File: config.mk
export PLATFORM = sky130hd
export DESIGN_NAME = rhh_post
export DESIGN_NICKNAME = d
export VERILOG_FILES = /design/src/rtl/rhh_pkg.sv /design/src/rtl/rhh_post.sv
export SDC_FILE = /design/constraint.sdc
export NUM_CORES = 1
export LEC_CHECK = 0
export BUFFER_PORTS_ARGS = -buffer_cell sky130_fd_sc_hd__buf_2
export CORE_ASPECT_RATIO = 0.8
export CORE_MARGIN = 3
export CORE_UTILIZATION = 45
export CTS_CLUSTER_SIZE = 40
export DETAILED_ROUTE_END_ITERATION = 10
export PLACE_DENSITY = 0.83
export SLEW_MARGIN = 25
export SYNTH_ARGS = -nofsm -noshare
export SYNTH_HDL_FRONTEND = slang
export SYNTH_SLANG_ARGS = --single-unit
File: constraint.sdc
create_clock -name clk_i -period 0.8 [get_ports clk_i]
set_clock_uncertainty 0.15 [all_clocks]
set_input_delay 0.04 -clock clk_i [delete_from_list [all_inputs] [get_ports clk_i]]
set_output_delay 0.04 -clock clk_i [all_outputs]
set_load 0.02 [all_outputs]
File: src/rtl/rhh_pkg.sv
`default_nettype none
package rhh_pkg;

  // Datapath widths of the rotation chain. They are sized for the largest
  // component width the block supports, so they do not vary.
  localparam int XW            = 45;
  localparam int ZW            = 35;
  localparam int ANGLE_FRAC    = 24;
  localparam int CORDIC_STEPS  = 26;
  localparam int NORM_BIT      = 40;
  localparam int SQRT3_Q16     = 113512;
  localparam int LATENCY       = CORDIC_STEPS + 3;

  localparam logic signed [ZW-1:0] HALF_TURN = ZW'(64'd180 << ANGLE_FRAC);
  localparam logic signed [ZW-1:0] FULL_TURN = ZW'(64'd360 << ANGLE_FRAC);

  typedef struct packed {
    logic valid;
    logic hsl;
    logic flag;
    logic sat_zero;
  } ctl_t;

  // Arctangent of 2^-i in units of 2^-24 degree.
  function automatic logic signed [ZW-1:0] atan_deg(input int idx);
    logic signed [ZW-1:0] a;
    case (idx)
      0:  a = ZW'(754974720);
      1:  a = ZW'(445687602);
      2:  a = ZW'(235489088);
      3:  a = ZW'(119537938);
      4:  a = ZW'(60000934);
      5:  a = ZW'(30029717);
      6:  a = ZW'(15018523);
      7:  a = ZW'(7509720);
      8:  a = ZW'(3754917);
      9:  a = ZW'(1877466);
      10: a = ZW'(938734);
      11: a = ZW'(469367);
      12: a = ZW'(234684);
      13: a = ZW'(117342);
      14: a = ZW'(58671);
      15: a = ZW'(29335);
      16: a = ZW'(14668);
      17: a = ZW'(7334);
      18: a = ZW'(3667);
      19: a = ZW'(1833);
      20: a = ZW'(917);
      21: a = ZW'(458);
      22: a = ZW'(229);
      23: a = ZW'(115);
      24: a = ZW'(57);
      25: a = ZW'(29);
      default: a = '0;
    endcase
    return a;
  endfunction

endpackage
`default_nettype wire

File: src/rtl/rhh_post.sv
`default_nettype none
module rhh_post #(
  parameter int CB = 16,
  parameter int FB = 6
) (
  input  wire logic                     clk_i,
  input  wire logic                     rst_ni,
  input  rhh_pkg::ctl_t                 ctl_i,
  input  wire logic signed [rhh_pkg::ZW-1:0] z_i,
  input  wire logic [CB+1:0]            q_i,
  input  wire logic [FB+8:0]            hue_i,
  input  wire logic [CB-1:0]            inten_i,
  output logic                          done_o,
  output logic [FB+8:0]                 hue_o,
  output logic [CB-1:0]                 sat_o,
  output logic [CB-1:0]                 inten_o,
  output logic                          flag_o
);
  import rhh_pkg::*;

  localparam int HW = FB + 9;
  localparam int QW = CB + 2;
  localparam int SH = ANGLE_FRAC - FB;
  localparam logic signed [ZW-1:0] RND     = ZW'(64'd1 << (SH - 1));
  localparam logic signed [ZW-1:0] HUE_TOP = ZW'(360 << FB);
  localparam logic [CB-1:0]        CMAX    = '1;

  logic                 done_q;
  logic [HW-1:0]        hue_d, hue_q;
  logic [CB-1:0]        sat_d, sat_q, inten_q;
  logic                 flag_q;
  logic signed [ZW-1:0] zz, hh;
  logic [QW:0]          qr;

  always_comb begin
    zz = z_i;
    if (zz < 0) begin
      zz = zz + FULL_TURN;
    end
    if (zz < 0) begin
      zz = '0;
    end
    hh = (zz + RND) >>> SH;
    if (hh >= HUE_TOP) begin
      hh = hh - HUE_TOP;
    end
    if (ctl_i.hsl) begin
      hue_d = hue_i;
    end else if (ctl_i.flag) begin
      hue_d = '0;
    end else begin
      hue_d = HW'(hh);
    end
    qr = ((QW+1)'(q_i) + (QW+1)'(1)) >> 1;
    if (ctl_i.sat_zero) begin
      sat_d = '0;
    end else if (qr > (QW+1)'(CMAX)) begin
      sat_d = CMAX;
    end else begin
      sat_d = CB'(qr);
    end
  end

  always_ff @(posedge clk_i or negedge rst_ni) begin
    if (!rst_ni) begin
      done_q <= 1'b0;
    end else begin
      done_q <= ctl_i.valid;
    end
  end

  always_ff @(posedge clk_i) begin
    hue_q   <= hue_d;
    sat_q   <= sat_d;
    inten_q <= inten_i;
    flag_q  <= ctl_i.flag;
  end

  assign done_o  = done_q;
  assign hue_o   = hue_q;
  assign sat_o   = sat_q;
  assign inten_o = inten_q;
  assign flag_o  = flag_q;

endmodule
`default_nettype wire

==> impl_metrics.tcl, run 1 <==
set metrics [dict create \
    place_congestion 0.894 \
    clockBufferDepth 2 \
    cts_inserted_buffers 5 \
    synth-edff-count 0 \
    cts_resized 186 \
    start_util_pct 48.1 \
    async_flop_share_pct 2.04 \
    cts_root_buf "clkbuf_8" \
    synth.cell_area_sq_mm 0.00228 \
    postCtsHoldBufs 31 \
    ys_warn_count 0 \
    io_pins 139 \
    ys_seq_elements 49 \
    ys_types 57 \
    synth_seq_area_share_pct 43.3 \
    syn_inst 255 \
    port_buffers 121 \
    placed_cell_area_sq_mm 0.00367 \
    haltStage "4_1_cts" \
    dpl.hpwl_um 6040 \
    row_count 22 \
    synth_ff_type "dfxtp_1" \
    cts_sinks 49 \
    outcome "stopped before the end" \
    die_h_um 69.6 \
    avgSynthCellArea_sq_um 8.93 \
    postCtsSetupRepairBufs 9 \
    syn-num-nets 347 \
    h-tree-depth 2 \
    error "[ERROR DPL-0033] detailed placement checks failed during check placement." \
    die_w_um 85.5 \
]
## through the flow
stage                     setup slack (ns)  std cells  util (%)  hold slack [ns]
after floorplan                      -1.37        255         -           -0.406
after detailed placement             -1.57        514      77.6           -0.334
after global placement               -1.50        514      77.6           -0.336
## logic make-up after synthesis
logic type	share of synthesized area (%)
AOI/OAI and AO/OA	17.0
adders and majority gates	1.10
xor gates and xnor gates	11.5
muxes	1.10
DFF	43.3
and+or+nand+nor	23.1
buffers and inverters	2.86
## cell usage after synthesis, types with 2 or more instances
library cell | number | area, sq um
ha_1 | 2 | 25.0
o21a_1 | 2 | 15.0
dfxtp_1 | 48 | 961
or3_1 | 2 | 12.5
nor2b_1 | 3 | 18.8
a211oi_1 | 3 | 22.5
o31ai_1 | 2 | 15.0
xnor2_1 | 15 | 131
xor2_1 | 15 | 131
a31oi_1 | 3 | 18.8
nand2_1 | 31 | 116
or2_2 | 2 | 12.5
or2b_2 | 2 | 17.5
nor4_1 | 2 | 12.5
a21oi_1 | 19 | 95.1
nand4_1 | 6 | 37.5
o21ai_0 | 14 | 70.1
inv_1 | 7 | 26.3
nand3_1 | 11 | 55.1
nor2_1 | 17 | 63.8
and3_1 | 4 | 25.0
o211ai_1 | 2 | 15.0
nor3_1 | 7 | 35.0
clkbuf_1 | 3 | 11.3
==> run 2: changes to the inputs <==
--- a/config.mk
+++ b/config.mk
@@ -6,12 +6,10 @@
 export NUM_CORES = 1
 export LEC_CHECK = 0
 export BUFFER_PORTS_ARGS = -buffer_cell sky130_fd_sc_hd__buf_2
-export CORE_ASPECT_RATIO = 0.8
 export CORE_MARGIN = 3
-export CORE_UTILIZATION = 45
-export CTS_CLUSTER_SIZE = 40
+export CORE_UTILIZATION = 30
 export DETAILED_ROUTE_END_ITERATION = 10
-export PLACE_DENSITY = 0.83
+export PLACE_DENSITY_LB_ADDON = 0.15
 export SLEW_MARGIN = 25
 export SYNTH_ARGS = -nofsm -noshare
 export SYNTH_HDL_FRONTEND = slang
==> impl_metrics.tcl, run 2 <==
set metrics [dict create \
    power_leakage_nw 2.11 \
    min_period_ns 1.88 \
    wl_um 8130 \
    crit_family "compound AO/OA/AOI/OAI gates" \
    post-route-drc-count 0 \
    die_w_um 93.1 \
    min_period_over_period_pct 235 \
    n_antenna_cell 0 \
    synth-edff-count 0 \
    worstMarginPinSlew_ns 0.497 \
    crit_fanout 2 \
    p_per_area_mw_per_mm2 1350 \
    drt_pre_antenna_iters 4 \
    syn_to_final_growth_pct 110 \
    layout_common_cells "buf_4, buf_2, buf_6" \
    crit_start "z_i[27]" \
    cts_root_buf "clkbuf_8" \
    core_region_area_sq_mm 0.00729 \
    ys_types 57 \
    synth_seq_area_share_pct 43.3 \
    placed_cell_area_sq_mm 0.00366 \
    yosys-top-cells-count "dfxtp_1, nand2_1, a21oi_1" \
    row_count 31 \
    tritoncts "built" \
    cpMaxStageDelayCell "or3_4" \
    crit_type "in2reg" \
    syn_inst 255 \
    critPathBufInv 1 \
    power_mw 6.44 \
    dp.cells 547 \
    syn-num-nets 347 \
    worstHoldPathType "in2reg" \
    final_area_sq_mm 0.00478 \
    avgSynthCellArea_sq_um 8.93 \
    cts_inserted_buffers 5 \
    drive_gt1_share_pct 64.0 \
    cp-start-kind "primary input" \
    overflow 0 \
    clockPowerShare_pct 24.0 \
    first_global_vias 2853 \
    ant_nets 0 \
    avgViaCountPerCell 4.67 \
    hold_path_depth 3 \
    max_cap_violations 0 \
    async_flop_share_pct 2.04 \
    rsz0062_at_grt "yes" \
    max-vdd-ir-drop_uv 623 \
    finalMaxSlewViolations 0 \
    crit_required_ns 0.84 \
    finalHoldViolCount 11 \
    hp-start "hue_i[14]" \
    tns_ns -28.90 \
    max_freq_ghz 0.531 \
    relSlewSlack_pct 66.9 \
    critPathCaptureType "flip-flop" \
    multi_input_area_sq_mm 0.00148 \
    post_drt_wl_per_cell_um 13.6 \
    die_h_um 93.1 \
    outcome "finished with violations" \
    place_congestion 0.868 \
    io_pins 139 \
    drtIter0Drc 37 \
    arrival_ns 1.92 \
    die_area_sq_mm 0.00867 \
    combinationalPowerShare_pct 33.8 \
    h-tree-depth 2 \
    synthTopCellsByArea "dfxtp_1, xnor2_1, xor2_1, nand2_1, a21oi_1" \
    port_buffers 121 \
    antenna_found_initial 0 \
    cts_sinks 49 \
    layoutNonFillerInstCount 599 \
    ys_warn_count 0 \
    pre_cts_ws_ns -1.53 \
    pwr-share-seq_pct 42.3 \
    synth.cell_area_sq_mm 0.00228 \
    setup_viol 81 \
    clockBufferDepth 2 \
    holdWs_ns -0.145 \
    final_nets 591 \
    p_int_mw 4.50 \
    yosysMostFrequentCell "dfxtp_1" \
    start_util_pct 31.2 \
    switching_share_pct 30.1 \
    grt_usage_pct 18.4 \
    synth_ff_type "dfxtp_1" \
    synth_top_area_share_pct 42.2 \
    violations "hold timing, setup timing" \
    path_depth 9 \
    seq_area_sq_mm 0.00104 \
    slowest_delay_ns 0.33 \
    ys_seq_elements 49 \
    grt_first_pass_wirelength_um 12900 \
    setup_ws_ns -1.08 \
    p_sw_mw 1.94 \
    fillerInstances 605 \
    synth_top_area_cell "dfxtp_1" \
    dpl.hpwl_um 5600 \
    grt_max_degree 19 \
    clkTransAtPathRegs_ns 0.09 \
    crit_chain "buf_8, ha_4, or3_4, o41a_1, or3_1, o31ai_2, a31oi_1, a2111oi_2, nor3_1" \
    final_common_cell "buf_4" \
    vias 2800 \
]
==> run 2: power groups by stage <==
stage	clock network, mW	registers (mW)	logic [mW]
5_1_grt	1.70	2.74	2.33
6_report	1.54	2.72	2.17
3_3_place_gp	0	2.70	1.59
3_5_place_dp	0	2.70	1.61
2_1_floorplan	0	2.94	0.539
4_1_cts	1.59	2.72	2.11
==> run 2: metal layers <==
layer	vias up	GRT usage (%)	routed length, um
met5	-	0	0
met4	0	5.01	135
met3	13	3.22	384
met2	75	37.0	4540
met1	1313	19.3	3070
li1	1399	-	-
==> run 2: area by class of cell <==
cell class,count,share of cell area [%]
Multi-Input combinational cell,192,31.0
Inverter,7,0.550
Clock buffer,5,1.44
Timing Repair Buffer,244,42.0
Sequential cell,49,21.9
Tap cell,99,2.59
Clock inverter,3,0.602
==> run 2: final timing paths <==
check                      slack, ns   endpoint
min                            -0.14  hue_o[14]
max in group asynchronous      -0.01     done_o
min in group asynchronous       0.42     done_o
max                            -1.08  hue_o[11]
==> run 2: cells by family after synthesis <==
logic type | Yosys count | share of synthesized area (%)
muxes | 2 | 1.10
xor gates and xnor gates | 30 | 11.5
and+or+nand+nor | 99 | 23.1
AOI/OAI and AO/OA | 59 | 17.0
adders and majority gates | 2 | 1.10
buffers and inverters | 14 | 2.86
DFF | 49 | 43.3
==> run 2: worst min-delay path: stages <==
cell	delay (ns)
buf_2	0.10
nand2_1	0.07
a21oi_1	0.06
==> run 2: repair_timing <==
item	CTS	global route
hold endpoints to repair	49	9
setup buffers	8	5
hold buffers	32	1
gates resized for setup	183	24
endpoints found under the setup margin	80	80
pin swaps	11	12
cloned	2	0
==> run 2: per-stage QoR <==
step | hold WS, ns | util [%]
6_report | -0.145 | 65.5
5_1_grt | -0.147 | 65.5
2_1_floorplan | -0.406 | -
4_1_cts | -0.155 | 64.6
3_5_place_dp | -0.333 | 50.3
3_3_place_gp | -0.335 | 50.3
Note: power is estimated with default switching activity, not from simulation.
