--- config.mk ---
export PLATFORM = sky130hd
export DESIGN_NAME = rhh_cell
export DESIGN_NICKNAME = d
export VERILOG_FILES = /design/src/rtl/rhh_pkg.sv /design/src/rtl/rhh_cell.sv
export SDC_FILE = /design/constraint.sdc
export NUM_CORES = 1
export LEC_CHECK = 0
export BUFFER_PORTS_ARGS = -buffer_cell sky130_fd_sc_hd__buf_2
export CORE_ASPECT_RATIO = 0.5
export CORE_MARGIN = 2
export CORE_UTILIZATION = 35
export DETAILED_ROUTE_END_ITERATION = 10
export PLACE_DENSITY_LB_ADDON = 0.12
export RECOVER_POWER = 50
export SYNTH_ARGS = -nofsm -noshare
export SYNTH_HDL_FRONTEND = slang
export SYNTH_SLANG_ARGS = --single-unit
--- constraint.sdc ---
create_clock -name clk_i -period 0.8 [get_ports clk_i]
set_input_delay 0.04 -clock clk_i [delete_from_list [all_inputs] [get_ports clk_i]]
set_output_delay 0.04 -clock clk_i [all_outputs]
set_load 0.01 [all_outputs]
--- src/rtl/rhh_pkg.sv ---
`default_nettype none
package rhh_pkg;

  // Datapath widths of the rotation chain. They are sized for the largest
  // component width the block supports, so they do not vary.
  localparam int XW            = 45;
  localparam int ZW            = 35;
  localparam int ANGLE_FRAC    = 24;
  localparam int CORDIC_STEPS  = 26;
  localparam int NORM_BIT      = 40;
  localparam int SQRT3_Q16     = 113512;
  localparam int LATENCY       = CORDIC_STEPS + 3;

  localparam logic signed [ZW-1:0] HALF_TURN = ZW'(64'd180 << ANGLE_FRAC);
  localparam logic signed [ZW-1:0] FULL_TURN = ZW'(64'd360 << ANGLE_FRAC);

  typedef struct packed {
    logic valid;
    logic hsl;
    logic flag;
    logic sat_zero;
  } ctl_t;

  // Arctangent of 2^-i in units of 2^-24 degree.
  function automatic logic signed [ZW-1:0] atan_deg(input int idx);
    logic signed [ZW-1:0] a;
    case (idx)
      0:  a = ZW'(754974720);
      1:  a = ZW'(445687602);
      2:  a = ZW'(235489088);
      3:  a = ZW'(119537938);
      4:  a = ZW'(60000934);
      5:  a = ZW'(30029717);
      6:  a = ZW'(15018523);
      7:  a = ZW'(7509720);
      8:  a = ZW'(3754917);
      9:  a = ZW'(1877466);
      10: a = ZW'(938734);
      11: a = ZW'(469367);
      12: a = ZW'(234684);
      13: a = ZW'(117342);
      14: a = ZW'(58671);
      15: a = ZW'(29335);
      16: a = ZW'(14668);
      17: a = ZW'(7334);
      18: a = ZW'(3667);
      19: a = ZW'(1833);
      20: a = ZW'(917);
      21: a = ZW'(458);
      22: a = ZW'(229);
      23: a = ZW'(115);
      24: a = ZW'(57);
      25: a = ZW'(29);
      default: a = '0;
    endcase
    return a;
  endfunction

endpackage
`default_nettype wire

--- src/rtl/rhh_cell.sv ---
`default_nettype none
module rhh_cell #(
  parameter int CB  = 16,
  parameter int FB  = 6,
  parameter int IDX = 0
) (
  input  wire logic                     clk_i,
  input  wire logic                     rst_ni,
  input  rhh_pkg::ctl_t                 ctl_i,
  input  wire logic signed [rhh_pkg::XW-1:0] x_i,
  input  wire logic signed [rhh_pkg::XW-1:0] y_i,
  input  wire logic signed [rhh_pkg::ZW-1:0] z_i,
  input  wire logic [CB+1:0]            q_i,
  input  wire logic [2*CB+1:0]          rem_i,
  input  wire logic [2*CB+1:0]          den_i,
  input  wire logic [FB+8:0]            hue_i,
  input  wire logic [CB-1:0]            inten_i,
  output rhh_pkg::ctl_t                 ctl_o,
  output logic signed [rhh_pkg::XW-1:0] x_o,
  output logic signed [rhh_pkg::XW-1:0] y_o,
  output logic signed [rhh_pkg::ZW-1:0] z_o,
  output logic [CB+1:0]                 q_o,
  output logic [2*CB+1:0]               rem_o,
  output logic [2*CB+1:0]               den_o,
  output logic [FB+8:0]                 hue_o,
  output logic [CB-1:0]                 inten_o
);
  import rhh_pkg::*;

  localparam int  HW     = FB + 9;
  localparam int  DW     = 2 * CB + 2;
  localparam int  QW     = CB + 2;
  // The long division needs one cell per quotient bit below the integer bit.
  localparam bit  DO_DIV = (IDX <= CB);

  ctl_t                 ctl_q;
  logic signed [XW-1:0] x_d, x_q, y_d, y_q;
  logic signed [ZW-1:0] z_d, z_q;
  logic [QW-1:0]        q_d, q_q;
  logic [DW-1:0]        rem_d, rem_q, den_q;
  logic [HW-1:0]        hue_q;
  logic [CB-1:0]        inten_q;
  logic [DW:0]          rem2;

  always_comb begin
    if (!y_i[XW-1]) begin
      x_d = x_i + (y_i >>> IDX);
      y_d = y_i - (x_i >>> IDX);
      z_d = z_i + atan_deg(IDX);
    end else begin
      x_d = x_i - (y_i >>> IDX);
      y_d = y_i + (x_i >>> IDX);
      z_d = z_i - atan_deg(IDX);
    end

    rem2 = {rem_i, 1'b0};
    q_d   = q_i;
    rem_d = rem_i;
    if (DO_DIV) begin
      if (rem2 >= {1'b0, den_i}) begin
        rem_d = DW'(rem2 - {1'b0, den_i});
        q_d   = {q_i[QW-2:0], 1'b1};
      end else begin
        rem_d = DW'(rem2);
        q_d   = {q_i[QW-2:0], 1'b0};
      end
    end
  end

  always_ff @(posedge clk_i or negedge rst_ni) begin
    if (!rst_ni) begin
      ctl_q <= '0;
    end else begin
      ctl_q <= ctl_i;
    end
  end

  always_ff @(posedge clk_i) begin
    x_q     <= x_d;
    y_q     <= y_d;
    z_q     <= z_d;
    q_q     <= q_d;
    rem_q   <= rem_d;
    den_q   <= den_i;
    hue_q   <= hue_i;
    inten_q <= inten_i;
  end

  assign ctl_o   = ctl_q;
  assign x_o     = x_q;
  assign y_o     = y_q;
  assign z_o     = z_q;
  assign q_o     = q_q;
  assign rem_o   = rem_q;
  assign den_o   = den_q;
  assign hue_o   = hue_q;
  assign inten_o = inten_q;

endmodule
`default_nettype wire

## Yosys cells after proc, flatten, opt, wreduce, memory -nomap -nowiden

Index checks and enable logic that the tools add are counted.

- $lt $le $gt $ge: 1
- Mux-type cells: 5
- Add/subtract/negate cells: 6

Operators with widths:

| kind | count |
|---|---|
| 2-to-1 mux 45 bit | 2 |
| subtractor 45 bit | 2 |
| adder 45 bit | 1 |
| adder 35 x 31 -> 35 bit (second input constant) | 1 |
| greater-or-equal comparator 35 x 34 -> 1 bit | 1 |
| 2-to-1 mux 35 bit | 1 |
| subtractor 35 x 31 -> 35 bit (second input constant) | 1 |
| 2-to-1 mux 34 bit | 1 |
| subtractor 34 bit | 1 |
| 2-to-1 mux 1 bit | 1 |

- Flip-flop bits (word level): 246
- Output and inout bits: 246
- Logic and storage cells: 25

## Longest topological paths before layout

Gate-level depths: netlist of the first run.

- Word-level depth: 2
- Gate-level depth with buffers: 15
- Depth with buffers taken out: 13

## Worst setup path before layout of the first run

Ideal clock, no wire load.

- Path type: input-to-reg
- Start: input y_i[44] (netlist bit)
- End: register z_q[34], in the netlist z_o[34]
- Path slack: -2.060 ns
- Library setup time: 0.072 ns
- Stages: 15
- Data arrival time: 2.788 ns
- Cell sequence: clkbuf_1 clkinv_1 clkbuf_1 buf_1 ha_1 nor2b_1 o21ai_0 a21boi_0 o21ai_0 a21boi_0 o21ai_0 nand2b_1 a21o_1 a21oi_1 xnor2_1

- Cells in the longest elaborated chain, start to end: 1

RTL lines:

| element | RTL line | RTL |
|---|---|---|
| from (decl) | rhh_cell.sv:11 | `input wire logic signed [rhh_pkg::XW-1:0] y_i,` |
| 2-to-1 mux 35 bit | rhh_cell.sv:46 | `if (!y_i[XW-1]) begin` |
| via z_d[34] | rhh_cell.sv:38 | `logic signed [ZW-1:0] z_d, z_q;` |
| to (signal assigned) | rhh_cell.sv:81 | `z_q <= z_d;` |
| to (decl) | rhh_cell.sv:38 |  |

The timed path passes the listed nets, and every way through them passes these cells.
A chain may end at the register's enable or synchronous reset.

## Final worst setup path of the first run

- Start: input y_i[0] (netlist bit)
- End: register y_q[43], in the netlist y_o[43]

- Cells in the longest elaborated chain, start to end: 2

RTL lines:

| element | RTL line | RTL |
|---|---|---|
| subtractor 45 bit / adder 45 bit (equally long branches) | rhh_cell.sv:48, rhh_cell.sv:52 |  |
| 2-to-1 mux 45 bit * | rhh_cell.sv:46 |  |
| via y_d[43] | rhh_cell.sv:37 | `logic signed [XW-1:0] x_d, x_q, y_d, y_q;` |
| to (signal assigned) | rhh_cell.sv:80 | `y_q <= y_d;` |
| to (decl) | rhh_cell.sv:37 |  |

The timed path passes the listed nets; every way through them passes the cells marked *.

==> metrics, run 1 <==
status finished with violations; failing checks negative hold slack, negative setup slack; critical path endpoint category flip-flop; first drt pass iteration count 5; largest net degree at the start of global routing 91; Initial DRC Count approximately 1100; EDFF count, synth 0; CTS root buf clkbuf_16; critical path required time between 1000 and 1500 ps; # fillers roughly 3500; fin util 68.9%; Worst Path Arrival 2870 ps; RSZ-0062 raised after global routing true; share of layout cells above drive strength 1 between 50% and 60%; H-tree Lvls 1; fin crit period between 2000 and 2500 ps; sequential share of power 29.9%; io pins between 400 and 500; clock tree from TritonCTS done; synth unique cells 86; Maximum Capacitance Violations 0; Area growth syn-to-layout 93.9%; row count 54; PnR Total Power between 50 and 60 mW; Routability Congestion slightly above 0.9; Die Wd 302 µm; Avg Inst Size Synth 8.28 µm²; Final WS setup -1550 ps; Max-slew headroom a little over half; Leak between 10 and 15 nW; Starting Density between 30% and 40%; initial antenna violation count 5; #FFs+latches synth between 200 and 250; Final Hold Viols 19; top_reg_cell synth dfxtp_1; Pint 33.6 mW; fraction of registers with async set/reset 1.63%; sequential-to-total area share from yosys stat between 30% and 40%; Vias/cell 5.00; final WL 70900 µm; startpoint types input pin; vias in the first global route between 15000 and 20000; Layout Nets about 3600; Clk network pwr share between 20% and 30%; Worst IR Drop VDD ~1800 µV; DP Worst Slack -2440 ps; Power Dens Cells 1690 mW/mm²; post-route ant nets 0; max-slew violations 0; gr usage total between 20% and 30%; Hold WC Path Type input pin to flip-flop; Detailed Place HPWL a little over 50000 µm; WL per Instance ~19 µm; total grt overflow 0; first-pass GRT wire length 103000 µm; Clock transition at path regs roughly 70 ps; vias 19000; Max Buffers Root-to-Sink 3; switching part of the total power between 30% and 40%; TritonCTS Sinks between 200 and 250; I/O Buffers around 490; DRC 0; worst hold margin -256 ps; NetSw ~17 mW; Core ar. 0.0436 mm²; syn_nets 2300; crit path max fanout 3; Synth Cell Area between 0.015 and 0.02 mm²; fin crit share 294%; # setup viols final roughly 370; Yosys warning count 0; Comb pwr share a little over two fifths; TNS Setup -207120 ps; WS Path Type input pin to flip-flop; Peak Freq approximately 430 MHz; Synth Instances between 1500 and 2000; Die H 153 µm; Slew @ Worst Pin roughly 710 ps; Die ar. between 0.04 and 0.05 mm²; TritonCTS buffer count 26
-- state kept, by name (all words and copies together) (netlist names) --
register and cells:
hue_o 15, x_o 44, q_o 18, ctl_o 4, inten_o 16, den_o 34
rem_o 34, z_o 35, y_o 45
-- cell families after synthesis --
logic type	count (synthesis)	synth area share [%]
xor+xnor	123	6.95
fa+ha+maj	180	14.8
mux	25	1.62
simple gates	453	13.8
flops	245	31.8
buf+inv	254	6.67
compound gates	592	24.4
-- power groups by stage --
stage               logic (mW)  registers, mW  clock network (mW)
floorplan                 7.22           15.8                   0
global placement          16.8           14.9                   0
detailed placement        16.8           14.9                   0
CTS                       20.3           14.9                13.8
global route              23.5           15.3                14.3
finish                    22.1           15.2                13.5
-- layout make-up --
type,instances,area (µm²),area share [%]
Multi-Input combinational cell,1373,11700,39.1
Clock inverter,17,231,0.770
Antenna cell,5,12.5,0.0416
Sequential cell,245,5100,17.0
Timing Repair Buffer,1361,10800,35.9
Tap cell,588,736,2.45
Inverter,180,738,2.46
Clock buffer,31,699,2.33
-- path summary, 6_finish.rpt --
path	start	end	slack, ps	cells past startpoint
setup / recovery	y_i[0]	y_o[43]$_DFF_P_	-1550	14
hold / removal	rem_i[6]	rem_o[7]$_DFF_P_	-260	3
max in group asynchronous	rst_ni	ctl_o[2]$_DFF_PN0_	210	3
min in group asynchronous	rst_ni	ctl_o[3]$_DFF_PN0_	390	3
-- Yosys cell counts, types with 32 or more instances --
cell	instances	area, µm²
dfxtp_1	241	4820
a21oi_1	193	966
ha_1	175	2190
inv_1	172	646
o21ai_0	146	731
nor2_1	141	529
nand2_1	126	473
xnor2_1	100	876
clkbuf_1	38	143
o21bai_1	38	285
a21o_1	34	255
nor3_1	32	160
-- layout by cell type (no fill, tap or decap), types with 50 or more instances in the layout --
master,synthesis,layout
buf_4,4,643
buf_2,22,335
buf_6,5,197
dlygate4sd3_1,0,155
inv_1,172,149
ha_1,175,138
dfxtp_2,0,135
a21oi_1,193,133
nor2_1,141,122
dfxtp_1,241,105
nand2_1,126,89
xnor2_1,100,86
o21ai_0,146,55
a21oi_2,2,50
-- metal layers --
metal / track usage (%) / up-vias / routed length [µm]
met5: 0 / - / 0
li1: - / 9165 / -
met1: 35.1 / 9051 / 29200
met3: 4.19 / 177 / 3770
met2: 50.6 / 594 / 35400
met4: 8.42 / 0 / 2590
-- stage by stage --
stage / instance area (µm²) / cells
floorplan: 16100 / 1872
global placement: 23600 / 3507
detailed placement: 23600 / 3507
CTS: 28600 / 3777
global route: 30100 / 3799
finish: 30100 / 3800
-- critical path, stage by stage --
cell and delay [ps]:
buf_12 110, ha_4 170, buf_6 110, nor3b_4 150, o31ai_4 290, buf_6 160
a2111oi_4 80, o31ai_4 350, nand3_2 180, a221oi_4 410, o21bai_4 150, a211o_1 330
a32oi_2 180, xnor2_1 140
-- timing repair --
action                                  4_1_cts  5_1_grt
pin swaps                                   168      175
hold buffers                                153        6
buffers inserted                             75       49
cloned                                        7        0
hold endpoints to repair                    191       27
resized for setup                           497      335
endpoints found under the setup margin      369      373
No activity file was read; power rests on OpenSTA's default activity.
==> inputs of run 2 (changes only) <==
--- a/config.mk
+++ b/config.mk
@@ -11,7 +11,7 @@
 export CORE_UTILIZATION = 35
 export DETAILED_ROUTE_END_ITERATION = 10
 export PLACE_DENSITY_LB_ADDON = 0.12
-export RECOVER_POWER = 50
+export RECOVER_POWER = 25
 export SYNTH_ARGS = -nofsm -noshare
 export SYNTH_HDL_FRONTEND = slang
 export SYNTH_SLANG_ARGS = --single-unit
==> constraint.sdc (replaced) <==
create_clock -name clk_i -period 2.7 [get_ports clk_i]
set_input_delay 0.135 -clock clk_i [delete_from_list [all_inputs] [get_ports clk_i]]
set_output_delay 0.135 -clock clk_i [all_outputs]
set_load 0.01 [all_outputs]
==> run 2 against run 1 <==
- the run now ends clean
- combinational power fell by 78%
- final area fell by 20%
- sequential share of layout area rose by 3.5 points
- critical path depth rose by 1
- highest routed layer unchanged
==> metrics, run 2 (synthesis results as in run 1) <==
startpoint types input pin; max-slew violations 0 (unchanged); Core ar. 0.0436 mm² (unchanged); H-tree Lvls 1 (unchanged); share of layout cells above drive strength 1 33.8% (-21 points); post-route ant nets 0 (unchanged); most used cell, CP buf_4; fin crit period 2620 ps; crit path max fanout 3 (unchanged); delay-heaviest family, CP compound AO/OA/AOI/OAI gates; largest net degree at the start of global routing 60 (-34%); Max Buffers Root-to-Sink 3 (unchanged); DP Worst Slack -815 ps (+1630 ps); total grt overflow 0 (unchanged); Clock transition at path regs 70 ps (about the same); first-pass GRT wire length 91400 µm (-12%); vias 17100 (-10%); Die ar. 0.0461 mm² (unchanged); Worst Path Arrival 3120 ps (+250 ps); stages on the worst setup path 15 (+1); vias in the first global route 16800 (-12%); critical path endpoint category flip-flop; WL per Instance 17.5 µm (-6.5%); Routability Congestion 0.942 (+1.5%); Vias/cell 4.91 (-1.7%); row count 54 (unchanged); TritonCTS Sinks 245 (unchanged); TritonCTS buffer count 26 (unchanged); Layout Nets 3296 (-8.8%); io pins 494 (unchanged); Slew @ Worst Pin 1360 ps (+652 ps); WS Path Type input pin to flip-flop; critical path required time 3210 ps (+1890 ps); # setup viols final 0 (-100%); Area growth syn-to-layout 55.4%; CTS root buf clkbuf_16; worst hold margin 34.8 ps (+291 ps); TNS Setup 0 ps (+207120 ps); initial antenna violation count 1 (-4); Largest register FFs 45 (unchanged); fin crit share 96.9%; fin util 55.2% (-14 points); WP buf/inv 4 (+1); clock tree from TritonCTS done; ANT cells 0 (-5); commonest cells after routing, fill and taps aside buf_2 (465), buf_4 (382), dfxtp_1 (241), a21oi_1 (188); cell area after layout 0.0241 mm² (-20%); Power Dens Cells 532 mW/mm² (-69%); Max-slew headroom 9.23% (-43 points); final WL 60700 µm (-14%); Starting Density 35.5% (unchanged); slowest stage cell, crit path a221oi_4; Worst IR Drop VDD 441 µV (-76%); first drt pass iteration count 5 (unchanged); Crit path largest cell delay 420 ps (about the same); Hold WC Path Type input pin to flip-flop; Peak Freq between 300 and 400 MHz; Die Wd 302 µm (unchanged); Die H 153 µm (unchanged); RSZ-0062 raised after global routing true; worst hold path cell count 3 (unchanged); Detailed Place HPWL 48400 µm (-4.1%); I/O Buffers 492 (unchanged); worst path cell trace buf_2 > buf_4 > buf_4 > ha_1 > nor2b_1 > o31ai_4 > a2111oi_2 > buf_4 > o31ai_4 > nand3_2 > a221oi_4 > o21bai_4 > a211o_1 > a21oi_1 > xnor2_1; Leak 11.7 nW (-18%); most common cell after layout, fill and taps aside buf_2; Maximum Capacitance Violations 0 (unchanged); Final Hold Viols 0 (-19); status finished, final reports clean; Final WS setup 84.9 ps (+1640 ps); DRC 0 (unchanged); gr usage total 25.0% (-3.4 points); Post-DP Area 0.0213 mm² (-9.9%); Initial DRC Count 1112 (+2.8%)
-- run 2: area by class of cell --
| type | instances | area [µm²] |
|---|---|---|
| well taps | 588 | 736 |
| clock inverters | 15 | 164 |
| repair buffers | 1042 | 7040 |
| inverters | 180 | 677 |
| multi-input cells | 1373 | 9850 |
| clock buffers | 33 | 697 |
| fillers | 4145 | 19600 |
| flip-flops and latches | 245 | 4920 |
-- run 2: worst paths after layout --
kind | start | end | slack, ps
worst max-delay path | y_i[1] | x_o[43]$_DFF_P_ | 80
worst min-delay path | y_i[44] | z_o[32]$_DFF_P_ | 30
max in group asynchronous | rst_ni | ctl_o[0]$_DFF_PN0_ | 2040
min in group asynchronous | rst_ni | ctl_o[2]$_DFF_PN0_ | 480
-- run 2: metal layers --
layer	part of all wire, %	wire, µm	GRT usage (%)
met5	0	0	0
met4	2.3	1390	5.82
met1	43	26400	31.6
met2	49	29600	44.5
met3	5.5	3350	3.71
-- run 2: per-stage QoR --
step / power [mW] / std cells
2_1_floorplan: 6.67 / 1872
3_3_place_gp: 8.88 / 3261
3_5_place_dp: 8.88 / 3261
4_1_cts: 12.8 / 3471
5_1_grt: 13.5 / 3476
6_report: 12.8 / 3476
-- run 2: where the power goes --
| group | internal [mW] | leakage, nW | switching [mW] |
|---|---|---|---|
| Sequential | 4.17 | 2.08 | 0.167 |
| Clock | 2.05 | 0.406 | 1.62 |
| Combinational | 2.25 | 9.22 | 2.56 |
-- run 2: what timing repair did --
item | 4_1_cts | 5_1_grt
hold endpoints to repair | 161 | 0
cloned | 0 | 2
gates resized for setup | 5 | 55
setup buffers | 0 | 4
pin swaps | 0 | 26
hold buffers | 162 | 0
endpoints found under the setup margin | 9 | 68
